**src/rtl/gdpd_pkg.sv**
```systemverilog
// ----------------------------------------------------------------------------
// gdpd_pkg
// Types, constants and helpers shared by the densify/prune decider.
// ----------------------------------------------------------------------------
`default_nettype none

package gdpd_pkg;

    localparam int GRAD_W   = 32;
    localparam int CNT_W    = 16;
    localparam int LOG_W    = 24;
    localparam int RAD_W    = 12;
    localparam int CFG_IDX_W = 3;
    localparam int CFG_DAT_W = 32;
    localparam int PROD_W   = GRAD_W + CNT_W;

    // default depth of the queue between front and back
    localparam int QUEUE_DEPTH = 4;

    // round(log(1.6) * 2^16)
    localparam logic signed [LOG_W-1:0] SPLIT_SHIFT = 24'sd30802;
    localparam logic signed [LOG_W-1:0] LOG_MIN     = 24'sh800000;

    localparam logic [GRAD_W-1:0]       RST_GRAD_LIMIT        = 32'd3355;
    localparam logic signed [LOG_W-1:0] RST_LOG_DENSE_SIZE    = -24'sd301802;
    localparam logic signed [LOG_W-1:0] RST_LOG_PRUNE_SIZE    = -24'sd150902;
    localparam logic signed [LOG_W-1:0] RST_MIN_OPACITY_LOGIT = -24'sd346880;
    localparam logic [RAD_W-1:0]        RST_MAX_SCREEN_RADIUS = 12'd20;

    typedef enum logic [CFG_IDX_W-1:0] {
        CFG_GRAD_LIMIT        = 3'd0,
        CFG_LOG_DENSE_SIZE    = 3'd1,
        CFG_LOG_PRUNE_SIZE    = 3'd2,
        CFG_MIN_OPACITY_LOGIT = 3'd3,
        CFG_MAX_SCREEN_RADIUS = 3'd4
    } t_cfg_idx;

    typedef enum logic [1:0] {
        ACT_KEEP  = 2'd0,
        ACT_CLONE = 2'd1,
        ACT_SPLIT = 2'd2
    } t_action;

    typedef struct packed {
        logic [GRAD_W-1:0]       grad_limit;
        logic signed [LOG_W-1:0] log_dense_size;
        logic signed [LOG_W-1:0] log_prune_size;
        logic signed [LOG_W-1:0] min_opacity_logit;
        logic [RAD_W-1:0]        max_screen_radius;
    } t_cfg;

    // classified request handed from front to back
    typedef struct packed {
        t_action                 action;
        logic                    original_kept;
        logic                    clone_kept;
        logic                    op_low;
        logic signed [LOG_W-1:0] sx;
        logic signed [LOG_W-1:0] sy;
        logic signed [LOG_W-1:0] sz;
    } t_cls;

    function automatic logic signed [LOG_W-1:0] max3(
        input logic signed [LOG_W-1:0] a,
        input logic signed [LOG_W-1:0] b,
        input logic signed [LOG_W-1:0] c
    );
        logic signed [LOG_W-1:0] m;
        m = ($signed(a) > $signed(b)) ? a : b;
        return ($signed(m) > $signed(c)) ? m : c;
    endfunction

    // subtract the split shift, saturating at the most negative code
    function automatic logic signed [LOG_W-1:0] shrink(input logic signed [LOG_W-1:0] v);
        logic signed [LOG_W:0] d;
        d = $signed({v[LOG_W-1], v}) - $signed({SPLIT_SHIFT[LOG_W-1], SPLIT_SHIFT});
        if (d < $signed({LOG_MIN[LOG_W-1], LOG_MIN})) begin
            return LOG_MIN;
        end
        return d[LOG_W-1:0];
    endfunction

endpackage

`default_nettype wire

```
**src/rtl/gdpd_ifs.sv**
```systemverilog
// ----------------------------------------------------------------------------
// gdpd interfaces
// Valid/ready channels for input items, results and configuration writes.
// ----------------------------------------------------------------------------
`default_nettype none

interface gdpd_in_if;
    logic                                  valid;
    logic                                  ready;
    logic [gdpd_pkg::GRAD_W-1:0]           grad_sum;
    logic [gdpd_pkg::CNT_W-1:0]            view_count;
    logic signed [gdpd_pkg::LOG_W-1:0]     log_scale_x;
    logic signed [gdpd_pkg::LOG_W-1:0]     log_scale_y;
    logic signed [gdpd_pkg::LOG_W-1:0]     log_scale_z;
    logic signed [gdpd_pkg::LOG_W-1:0]     opacity_logit;
    logic [gdpd_pkg::RAD_W-1:0]            max_radius;

    modport source (output valid, output grad_sum, output view_count,
                    output log_scale_x, output log_scale_y, output log_scale_z,
                    output opacity_logit, output max_radius, input ready);
    modport sink   (input valid, input grad_sum, input view_count,
                    input log_scale_x, input log_scale_y, input log_scale_z,
                    input opacity_logit, input max_radius, output ready);
endinterface

interface gdpd_out_if;
    logic                                  valid;
    logic                                  ready;
    logic [1:0]                            action;
    logic                                  original_kept;
    logic [1:0]                            new_kept;
    logic signed [gdpd_pkg::LOG_W-1:0]     child_log_scale_x;
    logic signed [gdpd_pkg::LOG_W-1:0]     child_log_scale_y;
    logic signed [gdpd_pkg::LOG_W-1:0]     child_log_scale_z;

    modport source (output valid, output action, output original_kept, output new_kept,
                    output child_log_scale_x, output child_log_scale_y,
                    output child_log_scale_z, input ready);
    modport sink   (input valid, input action, input original_kept, input new_kept,
                    input child_log_scale_x, input child_log_scale_y,
                    input child_log_scale_z, output ready);
endinterface

interface gdpd_cfg_if;
    logic                                  valid;
    logic                                  ready;
    logic [gdpd_pkg::CFG_IDX_W-1:0]        index;
    logic [gdpd_pkg::CFG_DAT_W-1:0]        data;

    modport source (output valid, output index, output data, input ready);
    modport sink   (input valid, input index, input data, output ready);
endinterface

`default_nettype wire

```
**src/rtl/gdpd_front.sv**
```systemverilog
// ----------------------------------------------------------------------------
// gdpd_front
// Accepts requests, forms threshold*count and the largest log scale, and
// classifies each request as keep, clone or split with its prune flags.
// ----------------------------------------------------------------------------
`default_nettype none

module gdpd_front (
    input  wire logic           i_clk,
    input  wire logic           i_rst_n,
    input  wire gdpd_pkg::t_cfg i_cfg,
    gdpd_in_if.sink             i_in,
    output logic                o_push_valid,
    input  wire logic           i_push_ready,
    output gdpd_pkg::t_cls      o_push_data
);

    typedef struct packed {
        logic [gdpd_pkg::GRAD_W-1:0]       grad_sum;
        logic [gdpd_pkg::CNT_W-1:0]        view_count;
        logic signed [gdpd_pkg::LOG_W-1:0] sx;
        logic signed [gdpd_pkg::LOG_W-1:0] sy;
        logic signed [gdpd_pkg::LOG_W-1:0] sz;
        logic signed [gdpd_pkg::LOG_W-1:0] op;
        logic [gdpd_pkg::RAD_W-1:0]        rad;
    } t_s0;

    typedef struct packed {
        logic [gdpd_pkg::GRAD_W-1:0]       grad_sum;
        logic                              cnt_zero;
        logic [gdpd_pkg::PROD_W-1:0]       prod;
        logic signed [gdpd_pkg::LOG_W-1:0] m;
        logic                              op_low;
        logic                              rad_big;
        logic signed [gdpd_pkg::LOG_W-1:0] sx;
        logic signed [gdpd_pkg::LOG_W-1:0] sy;
        logic signed [gdpd_pkg::LOG_W-1:0] sz;
    } t_s1;

    logic r_v0, r_v1;
    t_s0  r_s0, n_s0;
    t_s1  r_s1, n_s1;
    logic w_s0_ready, w_s1_ready;

    logic w_densify, w_split, w_too_big;

    assign w_s1_ready = !r_v1 || i_push_ready;
    assign w_s0_ready = !r_v0 || w_s1_ready;
    assign i_in.ready = w_s0_ready;

    always_comb begin
        n_s0.grad_sum   = i_in.grad_sum;
        n_s0.view_count = i_in.view_count;
        n_s0.sx         = i_in.log_scale_x;
        n_s0.sy         = i_in.log_scale_y;
        n_s0.sz         = i_in.log_scale_z;
        n_s0.op         = i_in.opacity_logit;
        n_s0.rad        = i_in.max_radius;
    end

    always_comb begin
        n_s1.grad_sum = r_s0.grad_sum;
        n_s1.cnt_zero = (r_s0.view_count == '0);
        n_s1.prod     = i_cfg.grad_limit * r_s0.view_count;
        n_s1.m        = gdpd_pkg::max3(r_s0.sx, r_s0.sy, r_s0.sz);
        n_s1.op_low   = $signed(r_s0.op) < $signed(i_cfg.min_opacity_logit);
        n_s1.rad_big  = r_s0.rad > i_cfg.max_screen_radius;
        n_s1.sx       = r_s0.sx;
        n_s1.sy       = r_s0.sy;
        n_s1.sz       = r_s0.sz;
    end

    always_ff @(posedge i_clk) begin
        if (!i_rst_n) begin
            r_v0 <= 1'b0;
            r_v1 <= 1'b0;
        end else begin
            if (w_s0_ready) begin
                r_v0 <= i_in.valid;
            end
            if (w_s1_ready) begin
                r_v1 <= r_v0;
            end
        end
    end

    always_ff @(posedge i_clk) begin
        if (w_s0_ready && i_in.valid) begin
            r_s0 <= n_s0;
        end
        if (w_s1_ready && r_v0) begin
            r_s1 <= n_s1;
        end
    end

    // zero views: average counts as zero
    assign w_densify = r_s1.cnt_zero ? (i_cfg.grad_limit == '0)
                     : ({{gdpd_pkg::CNT_W{1'b0}}, r_s1.grad_sum} >= r_s1.prod);
    assign w_split   = w_densify && ($signed(r_s1.m) > $signed(i_cfg.log_dense_size));
    assign w_too_big = $signed(r_s1.m) > $signed(i_cfg.log_prune_size);

    always_comb begin
        priority if (w_split) begin
            o_push_data.action = gdpd_pkg::ACT_SPLIT;
        end else if (w_densify) begin
            o_push_data.action = gdpd_pkg::ACT_CLONE;
        end else begin
            o_push_data.action = gdpd_pkg::ACT_KEEP;
        end
        o_push_data.original_kept = !w_split && !r_s1.op_low && !w_too_big && !r_s1.rad_big;
        o_push_data.clone_kept    = !r_s1.op_low && !w_too_big;
        o_push_data.op_low        = r_s1.op_low;
        o_push_data.sx            = r_s1.sx;
        o_push_data.sy            = r_s1.sy;
        o_push_data.sz            = r_s1.sz;
    end

    assign o_push_valid = r_v1;

endmodule

`default_nettype wire

```
**src/rtl/gdpd_queue.sv**
```systemverilog
// ----------------------------------------------------------------------------
// gdpd_queue
// Small register queue of classified requests between front and back.
// ----------------------------------------------------------------------------
`default_nettype none

module gdpd_queue #(
    parameter int DEPTH = gdpd_pkg::QUEUE_DEPTH
) (
    input  wire logic           i_clk,
    input  wire logic           i_rst_n,
    input  wire logic           i_push_valid,
    output logic                o_push_ready,
    input  wire gdpd_pkg::t_cls i_push_data,
    output logic                o_pop_valid,
    input  wire logic           i_pop_ready,
    output gdpd_pkg::t_cls      o_pop_data
);

    localparam int PTR_W = (DEPTH > 1) ? $clog2(DEPTH) : 1;
    localparam int CNT_W = $clog2(DEPTH + 1);
    localparam logic [PTR_W-1:0] LAST = PTR_W'(DEPTH - 1);
    localparam logic [CNT_W-1:0] FULL = CNT_W'(DEPTH);

    gdpd_pkg::t_cls   r_mem [DEPTH];
    logic [PTR_W-1:0] r_wr, r_rd;
    logic [CNT_W-1:0] r_cnt;
    logic             w_push, w_pop;

    assign o_push_ready = (r_cnt != FULL);
    assign o_pop_valid  = (r_cnt != '0);
    assign o_pop_data   = r_mem[r_rd];
    assign w_push       = i_push_valid && o_push_ready;
    assign w_pop        = o_pop_valid && i_pop_ready;

    always_ff @(posedge i_clk) begin
        if (!i_rst_n) begin
            r_wr  <= '0;
            r_rd  <= '0;
            r_cnt <= '0;
        end else begin
            if (w_push) begin
                r_wr <= (r_wr == LAST) ? '0 : r_wr + 1'b1;
            end
            if (w_pop) begin
                r_rd <= (r_rd == LAST) ? '0 : r_rd + 1'b1;
            end
            if (w_push && !w_pop) begin
                r_cnt <= r_cnt + 1'b1;
            end else if (w_pop && !w_push) begin
                r_cnt <= r_cnt - 1'b1;
            end
        end
    end

    always_ff @(posedge i_clk) begin
        if (w_push) begin
            r_mem[r_wr] <= i_push_data;
        end
    end

endmodule

`default_nettype wire

```
**src/rtl/gdpd_back.sv**
```systemverilog
// ----------------------------------------------------------------------------
// gdpd_back
// Carries out the decision: child scales, child prune test and the result
// register toward the sink.
// ----------------------------------------------------------------------------
`default_nettype none

module gdpd_back (
    input  wire logic           i_clk,
    input  wire logic           i_rst_n,
    input  wire gdpd_pkg::t_cfg i_cfg,
    input  wire logic           i_pop_valid,
    output logic                o_pop_ready,
    input  wire gdpd_pkg::t_cls i_pop_data,
    gdpd_out_if.source          o_out
);

    typedef struct packed {
        gdpd_pkg::t_action                 action;
        logic                              original_kept;
        logic [1:0]                        new_kept;
        logic signed [gdpd_pkg::LOG_W-1:0] cx;
        logic signed [gdpd_pkg::LOG_W-1:0] cy;
        logic signed [gdpd_pkg::LOG_W-1:0] cz;
    } t_res;

    logic r_ov;
    t_res r_res, n_res;
    logic signed [gdpd_pkg::LOG_W-1:0] w_hx, w_hy, w_hz, w_hm;

    assign o_pop_ready = !r_ov || o_out.ready;

    assign w_hx = gdpd_pkg::shrink(i_pop_data.sx);
    assign w_hy = gdpd_pkg::shrink(i_pop_data.sy);
    assign w_hz = gdpd_pkg::shrink(i_pop_data.sz);
    assign w_hm = gdpd_pkg::max3(w_hx, w_hy, w_hz);

    always_comb begin
        n_res.action        = i_pop_data.action;
        n_res.original_kept = i_pop_data.original_kept;
        unique case (i_pop_data.action)
            gdpd_pkg::ACT_SPLIT: begin
                n_res.cx = w_hx;
                n_res.cy = w_hy;
                n_res.cz = w_hz;
                n_res.new_kept = (!i_pop_data.op_low &&
                                  !($signed(w_hm) > $signed(i_cfg.log_prune_size)))
                               ? 2'd2 : 2'd0;
            end
            gdpd_pkg::ACT_CLONE: begin
                n_res.cx = i_pop_data.sx;
                n_res.cy = i_pop_data.sy;
                n_res.cz = i_pop_data.sz;
                n_res.new_kept = i_pop_data.clone_kept ? 2'd1 : 2'd0;
            end
            default: begin
                n_res.cx = '0;
                n_res.cy = '0;
                n_res.cz = '0;
                n_res.new_kept = 2'd0;
            end
        endcase
    end

    always_ff @(posedge i_clk) begin
        if (!i_rst_n) begin
            r_ov <= 1'b0;
        end else if (o_pop_ready) begin
            r_ov <= i_pop_valid;
        end
    end

    always_ff @(posedge i_clk) begin
        if (o_pop_ready && i_pop_valid) begin
            r_res <= n_res;
        end
    end

    assign o_out.valid             = r_ov;
    assign o_out.action            = r_res.action;
    assign o_out.original_kept     = r_res.original_kept;
    assign o_out.new_kept          = r_res.new_kept;
    assign o_out.child_log_scale_x = r_res.cx;
    assign o_out.child_log_scale_y = r_res.cy;
    assign o_out.child_log_scale_z = r_res.cz;

endmodule

`default_nettype wire

```
**src/rtl/gaussian_densify_prune_decider.sv**
```systemverilog
// ----------------------------------------------------------------------------
// gaussian_densify_prune_decider
// Keep/clone/split decision with prune results for one Gaussian per request.
// ----------------------------------------------------------------------------
// path: a request passes through the input register, classify register,
//   queue entry and result register, in that order
// throughput: one request per cycle while the sink takes results; a stalled
//   sink fills the queue and only then holds the input
// reset: clears pipeline valids and queue pointers, loads register defaults
`default_nettype none

module gaussian_densify_prune_decider #(
    parameter int P_QUEUE_DEPTH = gdpd_pkg::QUEUE_DEPTH
) (
    input  wire logic i_clk,
    input  wire logic i_rst_n,
    gdpd_in_if.sink   i_in,
    gdpd_out_if.source o_out,
    gdpd_cfg_if.sink  i_cfg
);

    gdpd_pkg::t_cfg r_cfg;
    logic           w_push_valid, w_push_ready;
    gdpd_pkg::t_cls w_push_data;
    logic           w_pop_valid, w_pop_ready;
    gdpd_pkg::t_cls w_pop_data;

    assign i_cfg.ready = 1'b1;

    always_ff @(posedge i_clk) begin
        if (!i_rst_n) begin
            r_cfg.grad_limit        <= gdpd_pkg::RST_GRAD_LIMIT;
            r_cfg.log_dense_size    <= gdpd_pkg::RST_LOG_DENSE_SIZE;
            r_cfg.log_prune_size    <= gdpd_pkg::RST_LOG_PRUNE_SIZE;
            r_cfg.min_opacity_logit <= gdpd_pkg::RST_MIN_OPACITY_LOGIT;
            r_cfg.max_screen_radius <= gdpd_pkg::RST_MAX_SCREEN_RADIUS;
        end else if (i_cfg.valid) begin
            unique case (i_cfg.index)
                gdpd_pkg::CFG_GRAD_LIMIT:
                    r_cfg.grad_limit <= i_cfg.data;
                gdpd_pkg::CFG_LOG_DENSE_SIZE:
                    r_cfg.log_dense_size <= i_cfg.data[gdpd_pkg::LOG_W-1:0];
                gdpd_pkg::CFG_LOG_PRUNE_SIZE:
                    r_cfg.log_prune_size <= i_cfg.data[gdpd_pkg::LOG_W-1:0];
                gdpd_pkg::CFG_MIN_OPACITY_LOGIT:
                    r_cfg.min_opacity_logit <= i_cfg.data[gdpd_pkg::LOG_W-1:0];
                gdpd_pkg::CFG_MAX_SCREEN_RADIUS:
                    r_cfg.max_screen_radius <= i_cfg.data[gdpd_pkg::RAD_W-1:0];
                default: begin
                end
            endcase
        end
    end

    gdpd_front u_front (
        .i_clk        (i_clk),
        .i_rst_n      (i_rst_n),
        .i_cfg        (r_cfg),
        .i_in         (i_in),
        .o_push_valid (w_push_valid),
        .i_push_ready (w_push_ready),
        .o_push_data  (w_push_data)
    );

    gdpd_queue #(
        .DEPTH (P_QUEUE_DEPTH)
    ) u_queue (
        .i_clk        (i_clk),
        .i_rst_n      (i_rst_n),
        .i_push_valid (w_push_valid),
        .o_push_ready (w_push_ready),
        .i_push_data  (w_push_data),
        .o_pop_valid  (w_pop_valid),
        .i_pop_ready  (w_pop_ready),
        .o_pop_data   (w_pop_data)
    );

    gdpd_back u_back (
        .i_clk       (i_clk),
        .i_rst_n     (i_rst_n),
        .i_cfg       (r_cfg),
        .i_pop_valid (w_pop_valid),
        .o_pop_ready (w_pop_ready),
        .i_pop_data  (w_pop_data),
        .o_out       (o_out)
    );

`ifndef SYNTHESIS
    // no result may come out of reset
    a_reset_idle: assert property (@(posedge i_clk) !i_rst_n |=> !o_out.valid)
        else $error("result valid right after reset");

    // front holds its classified request while the queue is full
    a_front_hold: assert property (@(posedge i_clk) disable iff (!i_rst_n)
        w_push_valid && !w_push_ready |=> w_push_valid && $stable(w_push_data))
        else $error("front dropped or changed a stalled request");

    // a split always removes the original
    a_split_orig: assert property (@(posedge i_clk) disable iff (!i_rst_n)
        o_out.valid && o_out.action == gdpd_pkg::ACT_SPLIT |-> !o_out.original_kept)
        else $error("split result keeps the original");

    // keep results carry no appended entries
    a_keep_empty: assert property (@(posedge i_clk) disable iff (!i_rst_n)
        o_out.valid && o_out.action == gdpd_pkg::ACT_KEEP |->
            o_out.new_kept == 2'd0 && o_out.child_log_scale_x == '0 &&
            o_out.child_log_scale_y == '0 && o_out.child_log_scale_z == '0)
        else $error("keep result with appended entries");
`endif

endmodule

`default_nettype wire
```
**src/flat_wrapper.sv**
```systemverilog
// flat-port wrapper written by rule: the top's interface ports become plain ports
module gaussian_densify_prune_decider_flat 
#(
    parameter int P_QUEUE_DEPTH = gdpd_pkg::QUEUE_DEPTH
)
  (i_clk, i_rst_n, i_in_valid, i_in_grad_sum, i_in_view_count, i_in_log_scale_x, i_in_log_scale_y, i_in_log_scale_z, i_in_opacity_logit, i_in_max_radius, i_in_ready, o_out_valid, o_out_action, o_out_original_kept, o_out_new_kept, o_out_child_log_scale_x, o_out_child_log_scale_y, o_out_child_log_scale_z, o_out_ready, i_cfg_valid, i_cfg_index, i_cfg_data, i_cfg_ready);
  gdpd_in_if i_in_i ();
  gdpd_out_if o_out_i ();
  gdpd_cfg_if i_cfg_i ();
  input  wire logic i_clk;
  input  wire logic i_rst_n;
  input wire logic [$bits(i_in_i.valid)-1:0] i_in_valid;
  input wire logic [$bits(i_in_i.grad_sum)-1:0] i_in_grad_sum;
  input wire logic [$bits(i_in_i.view_count)-1:0] i_in_view_count;
  input wire logic [$bits(i_in_i.log_scale_x)-1:0] i_in_log_scale_x;
  input wire logic [$bits(i_in_i.log_scale_y)-1:0] i_in_log_scale_y;
  input wire logic [$bits(i_in_i.log_scale_z)-1:0] i_in_log_scale_z;
  input wire logic [$bits(i_in_i.opacity_logit)-1:0] i_in_opacity_logit;
  input wire logic [$bits(i_in_i.max_radius)-1:0] i_in_max_radius;
  output wire logic [$bits(i_in_i.ready)-1:0] i_in_ready;
  output wire logic [$bits(o_out_i.valid)-1:0] o_out_valid;
  output wire logic [$bits(o_out_i.action)-1:0] o_out_action;
  output wire logic [$bits(o_out_i.original_kept)-1:0] o_out_original_kept;
  output wire logic [$bits(o_out_i.new_kept)-1:0] o_out_new_kept;
  output wire logic [$bits(o_out_i.child_log_scale_x)-1:0] o_out_child_log_scale_x;
  output wire logic [$bits(o_out_i.child_log_scale_y)-1:0] o_out_child_log_scale_y;
  output wire logic [$bits(o_out_i.child_log_scale_z)-1:0] o_out_child_log_scale_z;
  input wire logic [$bits(o_out_i.ready)-1:0] o_out_ready;
  input wire logic [$bits(i_cfg_i.valid)-1:0] i_cfg_valid;
  input wire logic [$bits(i_cfg_i.index)-1:0] i_cfg_index;
  input wire logic [$bits(i_cfg_i.data)-1:0] i_cfg_data;
  output wire logic [$bits(i_cfg_i.ready)-1:0] i_cfg_ready;
  assign i_in_i.valid = i_in_valid;
  assign i_in_i.grad_sum = i_in_grad_sum;
  assign i_in_i.view_count = i_in_view_count;
  assign i_in_i.log_scale_x = i_in_log_scale_x;
  assign i_in_i.log_scale_y = i_in_log_scale_y;
  assign i_in_i.log_scale_z = i_in_log_scale_z;
  assign i_in_i.opacity_logit = i_in_opacity_logit;
  assign i_in_i.max_radius = i_in_max_radius;
  assign i_in_ready = i_in_i.ready;
  assign o_out_valid = o_out_i.valid;
  assign o_out_action = o_out_i.action;
  assign o_out_original_kept = o_out_i.original_kept;
  assign o_out_new_kept = o_out_i.new_kept;
  assign o_out_child_log_scale_x = o_out_i.child_log_scale_x;
  assign o_out_child_log_scale_y = o_out_i.child_log_scale_y;
  assign o_out_child_log_scale_z = o_out_i.child_log_scale_z;
  assign o_out_i.ready = o_out_ready;
  assign i_cfg_i.valid = i_cfg_valid;
  assign i_cfg_i.index = i_cfg_index;
  assign i_cfg_i.data = i_cfg_data;
  assign i_cfg_ready = i_cfg_i.ready;
  gaussian_densify_prune_decider #(.P_QUEUE_DEPTH(P_QUEUE_DEPTH)) u_core (.i_clk(i_clk), .i_rst_n(i_rst_n), .i_in(i_in_i), .o_out(o_out_i), .i_cfg(i_cfg_i));
endmodule
```
**config.mk**
```make
export PLATFORM = sky130hd
export DESIGN_NAME = gaussian_densify_prune_decider_flat
export DESIGN_NICKNAME = d
export VERILOG_FILES = /design/src/rtl/gdpd_pkg.sv /design/src/rtl/gdpd_ifs.sv /design/src/rtl/gdpd_front.sv /design/src/rtl/gdpd_queue.sv /design/src/rtl/gdpd_back.sv /design/src/rtl/gaussian_densify_prune_decider.sv /design/src/flat_wrapper.sv
export SDC_FILE = /design/constraint.sdc
export NUM_CORES = 2
export LEC_CHECK = 0
export BUFFER_PORTS_ARGS = -buffer_cell sky130_fd_sc_hd__buf_2
export CAP_MARGIN = 40
export CORE_UTILIZATION = 35
export CTS_BUF_LIST = sky130_fd_sc_hd__clkbuf_16
export DETAILED_ROUTE_END_ITERATION = 10
export GPL_ROUTABILITY_DRIVEN = 0
export GPL_TIMING_DRIVEN = 0
export HOLD_SLACK_MARGIN = 0.15
export PLACE_DENSITY = 0.5
export SYNTH_ARGS = -nofsm -noshare
export SYNTH_HDL_FRONTEND = slang
export SYNTH_SLANG_ARGS = --single-unit
```
**constraint.sdc**
```tcl
create_clock -name i_clk -period 14.3 [get_ports i_clk]
set_clock_uncertainty 0.2 [all_clocks]
set_input_delay 3.575 -clock i_clk [delete_from_list [all_inputs] [get_ports i_clk]]
set_output_delay 3.575 -clock i_clk [all_outputs]
set_load 0.03 [all_outputs]
```
Word-level counts from Yosys, hierarchy flattened. Memories as Yosys holds them, arrays and structs flattened. A register that Yosys moved wholly into a read port is not among the register bits. Cells that the tools add are included.

Memory bits (writable): 308. Input bits: 196. Output and inout port bits: 80. Memories: 1. Register bits after elaboration: 538. Bits in read-only memories: 0. Latch bits: 0.

Multiply operators: 1. Multiplexer cells: 27. Divide/modulo/power cells: 0. Reductions and logical operators: 36. Magnitude comparators: 13. Shift operators: 0. Add/sub/neg operators: 7. Bitwise gates (word level): 0. Eq/ne operators: 9.

Memories: u_core.u_queue.r_mem (depth 4, width 77, rd ports 1, clocked after Yosys merged registers in 1, wr ports 1, line gdpd_queue.sv:25) `gdpd_pkg::t_cls r_mem [DEPTH];`.

Operator list (count): two-way mux 24 bit (10); greater-than comparator 24 bit (7); one-hot mux 74 bit (2 select lines) (1); less-than comparator 25 x 24 -> 1 bit, second input constant (3); subtractor 24 x 16 -> 25 bit, second input constant (3); greater-or-equal comparator 32 x 48 -> 1 bit (1); multiplier 32 x 16 -> 48 bit (1); logical NOT 32 bit (1); less-than comparator 24 bit (1); logical NOT 16 bit (1); greater-than comparator 12 bit (1); logical AND 1 bit (12); two-way mux 2 bit (6); logical NOT 1 bit (11); AND reduction 2 bit (5); two-way mux 1 bit (8); == test 2 bit, second input constant (3); == test 3 x 2 -> 1 bit, second input constant (2); two-way mux 3 bit (2); adder 2 x 1 -> 2 bit, second input constant (2); adder 3 x 1 -> 3 bit, second input constant (1); == test 3 x 1 -> 1 bit, second input constant (1); == test 3 bit, second input constant (1); logical NOT 3 bit (1); 6 further kinds (8).

Logic depth before layout (Yosys ltp).
Depth in word-level cells: 13. Gate-level depth with buffers: 46.

Hierarchy. Synthesis repeated with hierarchy kept, for this count alone.

Cell total of the unflattened synthesis: 4749. Area, all modules: 55580.8 sq um.

Modules (own cells, without submodules): gdpd_front (sequential area each 10099.7 sq um, cells each 3017, area each 32120.8 sq um, times used 1); gdpd_queue (sequential area each 9429.0 sq um, cells each 454, area each 11584.9 sq um, times used 1); gdpd_back (sequential area each 2332.2 sq um, cells each 835, area each 7289.5 sq um, times used 1); gaussian_densify_prune_decider (sequential area each 2322.2 sq um, cells each 443, area each 4585.6 sq um, times used 1).

Worst setup path after synthesis. OpenSTA, ideal clock, no wires.

Path kind: reg-to-reg. From: register (tool-made name). To: register u_core.u_back.r_res (netlist bit u_core.u_back.o_out.new_kept[1]) (data pin). Stages on the path, launching flop included: 44. Setup time: 0.167 ns. Arrival time: 9.556 ns. Setup slack: 4.377 ns. Buffers on the path: 8. Data required time: 13.933 ns. Cells stage by stage: dfxtp_1 buf_6 buf_12 buf_12 buf_6 mux4_2 inv_1 ha_1 inv_1 o21a_1 o21ai_2 a21oi_2 mux2_4 buf_4 or2_2 ha_1 nand2_1 or4_1 [8 not listed] a2111oi_0 o21ai_0 o2111ai_1 a211oi_1 a211oi_1 o21ai_0 a21oi_1 clkbuf_1 mux2_2 ha_1 nand4_1 or2_2 nor3_1 and3_1 o21ai_0 nand4_1 mux2_2 a211oi_1.

RTL lines: end signal: assignment (line gdpd_back.sv:75) `r_res <= n_res;`; end: declaration (line gdpd_back.sv:28) `t_res r_res, n_res;`.

==> impl_metrics.csv <==
group,metric,value,unit
timing,clock.fmax,77.8,MHz
worst_setup_path,worstSetupStartpointType,"register",
timing,slew_viol_final,0,
hold_path,worst_min_delay_path_startpoint,"u_core.u_front.n_s1[167]",
logic_synthesis,post_synth_inst_count,4603,
timing,setup-violations-final,0,
cells_and_area,mostFrequentLayoutCells,"754 x sky130_fd_sc_hd__nand2_1, 720 x sky130_fd_sc_hd__edfxtp_1, 635 x sky130_fd_sc_hd__inv_1, 419 x sky130_fd_sc_hd__fa_1, 366 x sky130_fd_sc_hd__ha_1",
placement,numPortBuffers,273,
cells_and_area,fill_cells,14648,
floorplanning,floorplan.rows,143,
cells_and_area,leading_cell_type_in_the_layout_fill_and_taps_excluded,"sky130_fd_sc_hd__nand2_1",
clock_network,tritoncts_clock_tree,"built",
timing,setup_repair_after_global_routing_missed_its_margin,"no",
clock_network,cts_buffers,96,
clock_network,clock_path_buffers,3,
worst_setup_path,worstRegToRegCells,44,
clock_network,clock_sinks,848,
floorplanning,floorplan.io_pins,276,
floorplanning,die-width,394,um
power_and_ir_drop,max-vdd-ir-drop,0.000211,V
routing,post_drt_via_cell_ratio,5.05,
global_routing,pin_count_of_the_biggest_net_entering_global_routing,53,
clock_network,cts-htree-levels,3,
global_routing,global_route.overflow_total,0,
hold_path,hold-path-endpoint,"u_core.u_front.r_s1[167]",
global_routing,grt_use_total,0.205,
worst_setup_path,worstPathArrival,13.24,ns
timing,post_route_worst_hold_slack,0.211,ns
timing,final_hold_viol_count,0,
cells_and_area,count_of_nets_after_finishing,5975,
worst_setup_path,crit-reg2reg-capture,"u_core.u_back.o_out.new_kept[1]",
clock_network,cts_repair_resizes,0,
status,outcome,"finished, final reports clean",
worst_setup_path,critical_path_required,14.69,ns
logic_synthesis,synth-seq-area-share,0.449,
worst_setup_path,path_buf_inv,12,
logic_synthesis,area_of_the_mapped_netlist,53800,sq um
worst_setup_path,rrSetupSlack,1.44,ns
logic_synthesis,ys.warnings.count,0,
logic_synthesis,ys.flop_type,"sky130_fd_sc_hd__edfxtp_1",
cells_and_area,share_of_layout_cells_above_drive_strength_1,0.123,
worst_setup_path,setup.worst_path.class,"reg2reg",
clock_network,post-cts-setup-buffers,0,
logic_synthesis,netlist-cell-type-count,83,
clock_network,ctsHoldBuffers,0,
routing,number_of_drc_violations_after_detailed_routing,0,
power_and_ir_drop,power_density,185,nW/um^2
placement,dp.final_hpwl,126,mm
worst_setup_path,crit_family,"compound AO/OA/AOI/OAI gates",
routing,routedWlPerCell,22.2,um
floorplanning,core_area,152000,sq um
clock_network,cts.clk_slew.worst_paths,0.06,ns
timing,tightestPinTransition,0.959,ns
cells_and_area,area_growth,13.8,%
hold_path,hold-path-cell-count,0,
floorplanning,floorplan.die.height,394,um
routing,drt.antenna.violating_nets,0,
floorplanning,dieArea,155000,sq um
timing,post-route-min-period,12.86,ns
routing,vias_after_detailed_routing,35927,
clock_network,clkLatencyLatePin,0.74,ns
logic_synthesis,ys_seq_elements,848,
timing,post-route-period-util,0.899,
global_routing,antenna_found_initial,24,
logic_synthesis,mappedNetlistNets,5584,
timing,timing.max_slew.rel_slack,0.354,
cells_and_area,post-route-util,0.402,
logic_synthesis,number_of_enable_type_register_cells_in_the_synthesized_netlist,720,
global_routing,grt_first_pass_wirelength,236,mm
routing,drt_first_iter_violations,3084,
routing,drt_first_pass_iters,6,
worst_setup_path,critPathCaptureType,"register",
cells_and_area,multi_input_gate_area,26500,sq um
logic_synthesis,synth.avg_cell_area,11.7,sq um
worst_setup_path,critical_path.max_fanout,10,
power_and_ir_drop,power.leakage,24.4,nW
global_routing,first_global_vias,36609,
timing,totalNegativeSetupSlack,0,ns
clock_network,clock-root-buffer,"sky130_fd_sc_hd__clkbuf_16",
worst_setup_path,critical-path-slowest-cell,"sky130_fd_sc_hd__mux2i_1",
worst_setup_path,critPathMaxStageDelay,0.77,ns
hold_path,hold_class,"reg2reg",
flow_run,drv_cap,0,
logic_synthesis,synth_async_sr_flop_share,0,
routing,routed_wirelength,158,mm
power_and_ir_drop,finalPower,11.3,mW
cells_and_area,area_used_by_sequential_logic_in_the_layout,24200,sq um
floorplanning,start_util,0.354,
==> metrics by stage <==
step           worst slack (ns)  instances  area (sq um)
6_report                   1.44       7111         61200
5_1_grt                   0.847       7107         61200
4_1_cts                    1.59       7106         61200
3_5_place_dp               1.59       6926         58200
3_3_place_gp             -0.731       6906         57700
2_1_floorplan              4.38       4603         53800
==> routing by layer <==
metal,GRT usage,vias up,routed length [um]
li1,-,16480,-
met1,0.299,18179,73900
met2,0.314,1063,69600
met3,0.0352,199,10600
met4,0.0509,6,3950
met5,0,-,41
==> state kept, by name, summed over array words and instances, names as in the netlist, 3 cells and up, named ones only <==
register and count:
u_core.u_queue.r_mem 308, u_core.u_queue.r_cnt 3, u_core.u_front.o_push_data 73, u_core.r_cfg 116, u_core.u_front.n_s1 104, u_core.u_back.o_out.child_log_scale_z 24
u_core.u_back.o_out.child_log_scale_x 24, u_core.u_front.r_s0 52, u_core.u_front.r_s1 106, u_core.u_back.o_out.child_log_scale_y 24
==> where the power goes <==
group | switching, mW | internal, mW | total, mW
Sequential | 0.122 | 3.10 | 3.22
Combinational | 3.67 | 2.10 | 5.77
Clock | 1.07 | 1.28 | 2.35
==> worst max path at each step <==
stage | end | slack [ns] | cells after the start
2_1_floorplan | u_core.u_back.o_out.new_kept[1] | 4.38 | 43
3_3_place_gp | u_core.u_front.r_s1[148] | -0.73 | 3
3_5_place_dp | u_core.u_back.o_out.new_kept[1] | 1.59 | 44
4_1_cts | u_core.u_back.o_out.new_kept[1] | 1.59 | 44
5_1_grt | u_core.u_back.o_out.new_kept[1] | 0.85 | 44
6_report | u_core.u_back.o_out.new_kept[1] | 1.44 | 44
==> worst reg2reg max path, delay by kind of cell (launching register included) <==
family	cells	cell delay (ns)
flops	1	0.32
buf+inv	12	3.05
compound gates	16	3.87
fa+ha+maj	4	1.08
simple gates	8	1.96
mux	4	2.22
==> cell type report <==
type | count | share of cell area
Multi-Input combinational cell | 2942 | 0.433
Sequential cell | 848 | 0.395
Tap cell | 2030 | 0.0415
Clock buffer | 97 | 0.0396
Inverter | 608 | 0.0373
Timing Repair Buffer | 293 | 0.0292
Buffer | 205 | 0.0145
Clock inverter | 83 | 0.00989
Antenna cell | 5 | 0.000204
==> Yosys cell counts (6+ instances only) <==
cell type / number / share of area
sky130_fd_sc_hd__or4_1: 7 / 0.00098
sky130_fd_sc_hd__a31oi_1: 12 / 0.0014
sky130_fd_sc_hd__buf_2: 11 / 0.0010
sky130_fd_sc_hd__or2_2: 8 / 0.00093
sky130_fd_sc_hd__a21oi_1: 117 / 0.011
sky130_fd_sc_hd__nor3b_1: 8 / 0.0011
sky130_fd_sc_hd__o21a_1: 32 / 0.0045
sky130_fd_sc_hd__nand2_1: 754 / 0.053
sky130_fd_sc_hd__nor4_1: 25 / 0.0029
sky130_fd_sc_hd__a211oi_1: 12 / 0.0017
sky130_fd_sc_hd__and2_1: 155 / 0.018
sky130_fd_sc_hd__o211ai_1: 47 / 0.0066
sky130_fd_sc_hd__clkbuf_1: 177 / 0.012
sky130_fd_sc_hd__or3_1: 9 / 0.0010
sky130_fd_sc_hd__xor2_1: 36 / 0.0059
sky130_fd_sc_hd__a21boi_0: 73 / 0.010
sky130_fd_sc_hd__a22o_1: 13 / 0.0021
sky130_fd_sc_hd__a2111oi_0: 6 / 0.00098
sky130_fd_sc_hd__mux4_1: 6 / 0.0029
sky130_fd_sc_hd__o22ai_1: 9 / 0.0010
sky130_fd_sc_hd__nand3_1: 40 / 0.0037
sky130_fd_sc_hd__o21bai_1: 12 / 0.0017
sky130_fd_sc_hd__inv_1: 608 / 0.042
sky130_fd_sc_hd__o21ai_0: 118 / 0.011
sky130_fd_sc_hd__buf_6: 6 / 0.0013
sky130_fd_sc_hd__nor2b_1: 36 / 0.0042
sky130_fd_sc_hd__fa_1: 419 / 0.16
sky130_fd_sc_hd__nor3_1: 28 / 0.0026
sky130_fd_sc_hd__xnor2_1: 61 / 0.0099
sky130_fd_sc_hd__and3_1: 22 / 0.0026
sky130_fd_sc_hd__mux2_2: 55 / 0.012
sky130_fd_sc_hd__o21ai_1: 13 / 0.0012
sky130_fd_sc_hd__nand3b_1: 6 / 0.00084
sky130_fd_sc_hd__nand4_1: 54 / 0.0063
sky130_fd_sc_hd__mux4_2: 71 / 0.030
sky130_fd_sc_hd__o31ai_1: 7 / 0.00098
sky130_fd_sc_hd__ha_1: 366 / 0.085
sky130_fd_sc_hd__edfxtp_1: 720 / 0.40
sky130_fd_sc_hd__nor2_1: 108 / 0.0075
sky130_fd_sc_hd__mux2i_1: 22 / 0.0041
sky130_fd_sc_hd__a21o_1: 83 / 0.012
sky130_fd_sc_hd__nand2b_1: 17 / 0.0020
sky130_fd_sc_hd__dfxtp_1: 128 / 0.048
==> kinds of logic (layout without fill, tap and decap cells) <==
family | after synthesis | in the layout | synth area share
AND/OR/NAND/NOR | 1298 | 1298 | 0.112
flip-flops | 848 | 848 | 0.449
buffers and inverters | 813 | 1286 | 0.0589
adder cells (fa/ha/maj) | 785 | 785 | 0.241
AO/OA/AOI/OAI | 603 | 603 | 0.0740
multiplexers | 158 | 158 | 0.0493
XOR/XNOR | 97 | 97 | 0.0158
other | 1 | 6 | 0.0000697
(Power assumes the default switching activity.)
